[config.mk]
export PLATFORM = sky130hd
export DESIGN_NAME = pit_mul
export DESIGN_NICKNAME = d
export VERILOG_FILES = /design/src/hdl/pit_pkg.sv /design/src/hdl/pit_mul.sv
export SDC_FILE = /design/constraint.sdc
export NUM_CORES = 2
export LEC_CHECK = 0
export ABC_AREA = 0
export BUFFER_PORTS_ARGS = -buffer_cell sky130_fd_sc_hd__buf_2
export CAP_MARGIN = 0
export CORE_ASPECT_RATIO = 0.6
export CORE_MARGIN = 2
export CORE_UTILIZATION = 48
export CTS_CLUSTER_SIZE = 12
export DETAILED_ROUTE_END_ITERATION = 8
export PLACE_DENSITY = 0.73
export SYNTH_ARGS = -nofsm -noshare
export SYNTH_HDL_FRONTEND = slang
export SYNTH_SLANG_ARGS = --single-unit
[constraint.sdc]
create_clock -name clk_i -period 7.8 [get_ports clk_i]
set_input_delay 1.17 -clock clk_i [delete_from_list [all_inputs] [get_ports clk_i]]
set_output_delay 1.17 -clock clk_i [all_outputs]
set_load 0.005 [all_outputs]
[src/hdl/pit_pkg.sv]
// Shared constants for the point-in-triangle test unit.
// Used by pit_mul and point_in_triangle_test_unit; no dependencies.
`timescale 1ns / 1ps
package pit_pkg;

  // Partial-product chunk width of the pipelined multiplier
  localparam int unsigned MUL_CW = 32;
  // Register stages through one pipelined multiplier
  localparam int unsigned MUL_LAT = 4;
  // Total register stages from input transfer to output register
  localparam int unsigned PIPE_DEPTH = 3 * MUL_LAT + 4;

  // Configuration register map
  localparam int unsigned TOL_W = 31;
  localparam logic [TOL_W-1:0] TOL_RESET = 31'd66;
  localparam logic REG_IDX_TOL = 1'b0;

endpackage

[src/hdl/pit_mul.sv]
// Pipelined signed multiplier built from 32x32 unsigned partial products.
// Registers magnitudes, partial products, row sums and result, advancing on enable; depends on pit_pkg.
`timescale 1ns / 1ps
module pit_mul #(
  parameter int unsigned AW = 33,
  parameter int unsigned BW = 33
) (
  input  logic                    clk_i,
  input  logic                    en_i,
  input  logic signed [AW-1:0]    a_i,
  input  logic signed [BW-1:0]    b_i,
  output logic signed [AW+BW-1:0] p_o
);
  import pit_pkg::*;

  localparam int unsigned NA = (AW + MUL_CW - 1) / MUL_CW;
  localparam int unsigned NB = (BW + MUL_CW - 1) / MUL_CW;
  localparam int unsigned PW = AW + BW;
  localparam int unsigned RW = (NB + 1) * MUL_CW;

  logic [AW-1:0]          mag_a;
  logic [BW-1:0]          mag_b;
  logic [NA*MUL_CW-1:0]   ma_q;
  logic [NB*MUL_CW-1:0]   mb_q;
  logic [MUL_LAT-2:0]     sg_q;
  logic [2*MUL_CW-1:0]    pp_d [NA][NB];
  logic [2*MUL_CW-1:0]    pp_q [NA][NB];
  logic [RW-1:0]          row_d [NA];
  logic [RW-1:0]          row_q [NA];
  logic [PW-1:0]          acc;
  logic [PW-1:0]          p_d;
  logic [PW-1:0]          p_q;

  // magnitudes; the most negative value maps to its unsigned magnitude
  assign mag_a = a_i[AW-1] ? AW'(~a_i + 1'b1) : AW'(a_i);
  assign mag_b = b_i[BW-1] ? BW'(~b_i + 1'b1) : BW'(b_i);

  // partial products
  always_comb begin
    for (int i = 0; i < NA; i++) begin
      for (int j = 0; j < NB; j++) begin
        pp_d[i][j] = (2*MUL_CW)'(ma_q[i*MUL_CW +: MUL_CW]) *
                     (2*MUL_CW)'(mb_q[j*MUL_CW +: MUL_CW]);
      end
    end
  end

  // row sums
  always_comb begin
    for (int i = 0; i < NA; i++) begin
      row_d[i] = '0;
      for (int j = 0; j < NB; j++) begin
        row_d[i] = row_d[i] + (RW'(pp_q[i][j]) << (j * MUL_CW));
      end
    end
  end

  // final sum and sign, modulo 2^PW (true magnitude always fits)
  always_comb begin
    acc = '0;
    for (int i = 0; i < NA; i++) begin
      acc = acc + (PW'(row_q[i]) << (i * MUL_CW));
    end
    p_d = sg_q[MUL_LAT-2] ? PW'(~acc + 1'b1) : acc;
  end

  always_ff @(posedge clk_i) begin
    if (en_i) begin
      ma_q  <= (NA*MUL_CW)'(mag_a);
      mb_q  <= (NB*MUL_CW)'(mag_b);
      sg_q  <= {sg_q[MUL_LAT-3:0], a_i[AW-1] ^ b_i[BW-1]};
      pp_q  <= pp_d;
      row_q <= row_d;
      p_q   <= p_d;
    end
  end

  assign p_o = $signed(p_q);

endmodule

==> reports/metrics.cfg <==
[critical_path]
worstPathRequired_ns=8.15
startpoint_type=flip-flop
cp_max_fo=11
arrival_ns=8.08
cpMostUsedCell=fa_1
end_kind=flip-flop
timing.critical_path.slowest_stage_cell=fa_1
path_class=reg -> reg
slowest_delay_ns=0.57

[global_route]
grt_pass1_vias=37100
grt_pass1_wl_mm=217
antenna_found_initial=8
grt_overflow=0
grt_max_degree=154
track_usage_pct=26.0

[drt]
drt-met1-wl_mm=63.6
vias=36300
highest_layer=met5
wl_per_cell_um=20.9
first_iter_violations=3218
first_pass_iters=5
met2_wirelength_mm=50.3
viasPerCell=5.42
drtAntennaViolNets=0
totalWireLength_mm=140
met3_length_mm=24.7
drc=0

[hold_path]
hold_class=reg -> reg

[placed_design]
dpl_cell_area_um2=54900
portBuffers=133
place_congestion=0.972
dp_hpwl_mm=115

[cts]
cts_max_level=2
clk_pin_slew_worst_paths_ns=0.09
cts_buffers=40
clk_latency_ns=0.61
tritoncts=built
clock-sinks=362
clockBufferDepth=3
hold_buffers=0
clock_tree.root_cell=clkbuf_16

[synthesis]
syn_area_per_cell_um2=10.1
synthArstFlopShare_pct=0
synth-main-ff-cell=edfxtp_1
synth_edf_count=362
synth_warnings=0
ys_seq_area_share_pct=21.3
ys_ff_latch=362
synthCells=5026
syn_area_um2=51000
synth_cell_type_count=79
syn_nets=6323

[flow_run]
cap_violations=0

[outcome]
outcome=completed

[sta]
slew_headroom_pct=33.3
hold_viol_final=0
finClkSkew_ns=0.0302
drv_slew=0
post-route-period-util_pct=99.2
min_period_ns=7.74
rsz0062_at_grt=yes
fmax_ghz=0.129
setup_viol_count_final=0
worst_pin_slew_ns=1.00

[floorplanning]
fp.coreArea_um2=105000
die-area_um2=109000
ios=134
start_util_pct=48.5
die_h_um=256
rows=92
die_w_um=425

[final_layout]
fin_area_um2=57100
post-route-util_pct=54.3
drive_gt1_share_pct=12.5
fillers=9044
fin_nets=6565
area_growth_pct=12.0

[layout make-up]
type                    count  area [µm²]  share of cell area, %
diodes                      4        10.0                 0.0175
clock buffers              42        1010                   1.77
clock inverters            20         213                  0.373
inverters                 900        3380                   5.92
multi-input cells        3515       36300                   63.7
flip-flops and latches    362       10900                   19.0
well taps                1410        1760                   3.09
repair buffers            449        3500                   6.14
[cell usage after synthesis (18+ instances only)]
library cell,n,share of area [%]
a21o_1,85,1.3
a21oi_1,117,1.1
and2_1,689,8.5
and3_1,24,0.29
clkbuf_1,241,1.8
edfxtp_1,362,21
fa_1,898,35
ha_1,331,8.1
inv_1,900,6.6
nand2_1,514,3.8
nand2b_1,33,0.41
nand3_1,33,0.32
nor2_1,83,0.61
nor2b_1,18,0.22
nor3_1,32,0.31
o21ai_0,101,0.99
o31ai_1,42,0.62
o41ai_1,20,0.34
or3_1,22,0.27
or4_1,19,0.28
xnor2_1,184,3.2
xor2_1,46,0.79
[stage by stage]
stage | TNS [ns] | cells | hold slack [ns] | setup slack, ns
4_1_cts | 0 | 6670 | 0.408 | 0.0000542
3_3_place_gp | -1.22 | 6598 | 0.402 | -0.275
5_1_grt | -1.40 | 6698 | 0.417 | -0.181
3_5_place_dp | -1.80 | 6598 | 0.405 | -0.259
2_1_floorplan | 0 | 5026 | 0.400 | 0.211
6_report | 0 | 6702 | 0.409 | 0.0617
[logic make-up (layout without fill, tap and decap cells)]
kind of cell	count (synthesis)	count (layout)	synth area share [%]
other	0	4	0
AND/OR/NAND/NOR	1543	1543	16.1
XOR/XNOR	230	230	3.95
buffers and inverters	1149	1411	8.48
multiplexers	8	8	0.160
adder cells (fa/ha/maj)	1229	1229	43.4
AO/OA/AOI/OAI	505	505	6.61
flip-flops	362	362	21.3
[critical path, delay by kind of cell (launching register included)]
| kind | cells | cell delay [ns] |
|---|---|---|
| adders and majority gates | 9 | 4.35 |
| DFF | 1 | 0.42 |
| buffers and inverters | 9 | 1.01 |
| and+or+nand+nor | 3 | 0.36 |
| xor gates and xnor gates | 1 | 0.16 |
| AOI/OAI and AO/OA | 7 | 1.14 |
[layout by cell type (no fill, tap or decap), types with 33 or more instances in the layout]
cell type / n
inv_1: 886
fa_1: 865
nand2b_1: 33
ha_1: 315
a21o_1: 85
fa_2: 33
o31ai_1: 38
xor2_1: 46
a21oi_1: 107
nor2_1: 80
nand2_1: 513
buf_4: 256
clkbuf_16: 40
and2_1: 674
buf_2: 133
xnor2_1: 184
edfxtp_1: 362
o21ai_0: 97
[worst paths after layout]
check        slack (ns)  depth (start not counted)      from         to
max                0.06                         29  ma_q[11]  pp_q[254]
min                0.41                          0  pp_q[74]  row_q[10]
max reg2reg        0.06                         29  ma_q[11]  pp_q[254]
min reg2reg        0.41                          0  pp_q[74]  row_q[10]
[sequential cells by signal (all words and copies together), names as in the netlist]
name / flops
pp_q: 129
mb_q: 33
p_o: 66
ma_q: 33
row_q: 98
sg_q: 3
[metal layers]
metal / track usage, % / vias to the layer above
met4: 2.91 / 4
li1: - / 16200
met2: 31.9 / 1874
met5: 0.921 / -
met3: 15.3 / 114
met1: 39.5 / 18100
[what timing repair did]
item                                    in CTS  in global routing
endpoints found under the setup margin      11                 20
pin swaps                                    5                119
resized for setup                           31                134
cloned                                       0                  1
buffers inserted                            10                 28
Power is left out: the tool's default activity adds up to more than one toggle a clock period on the data nets, which glitch-free logic cannot reach.
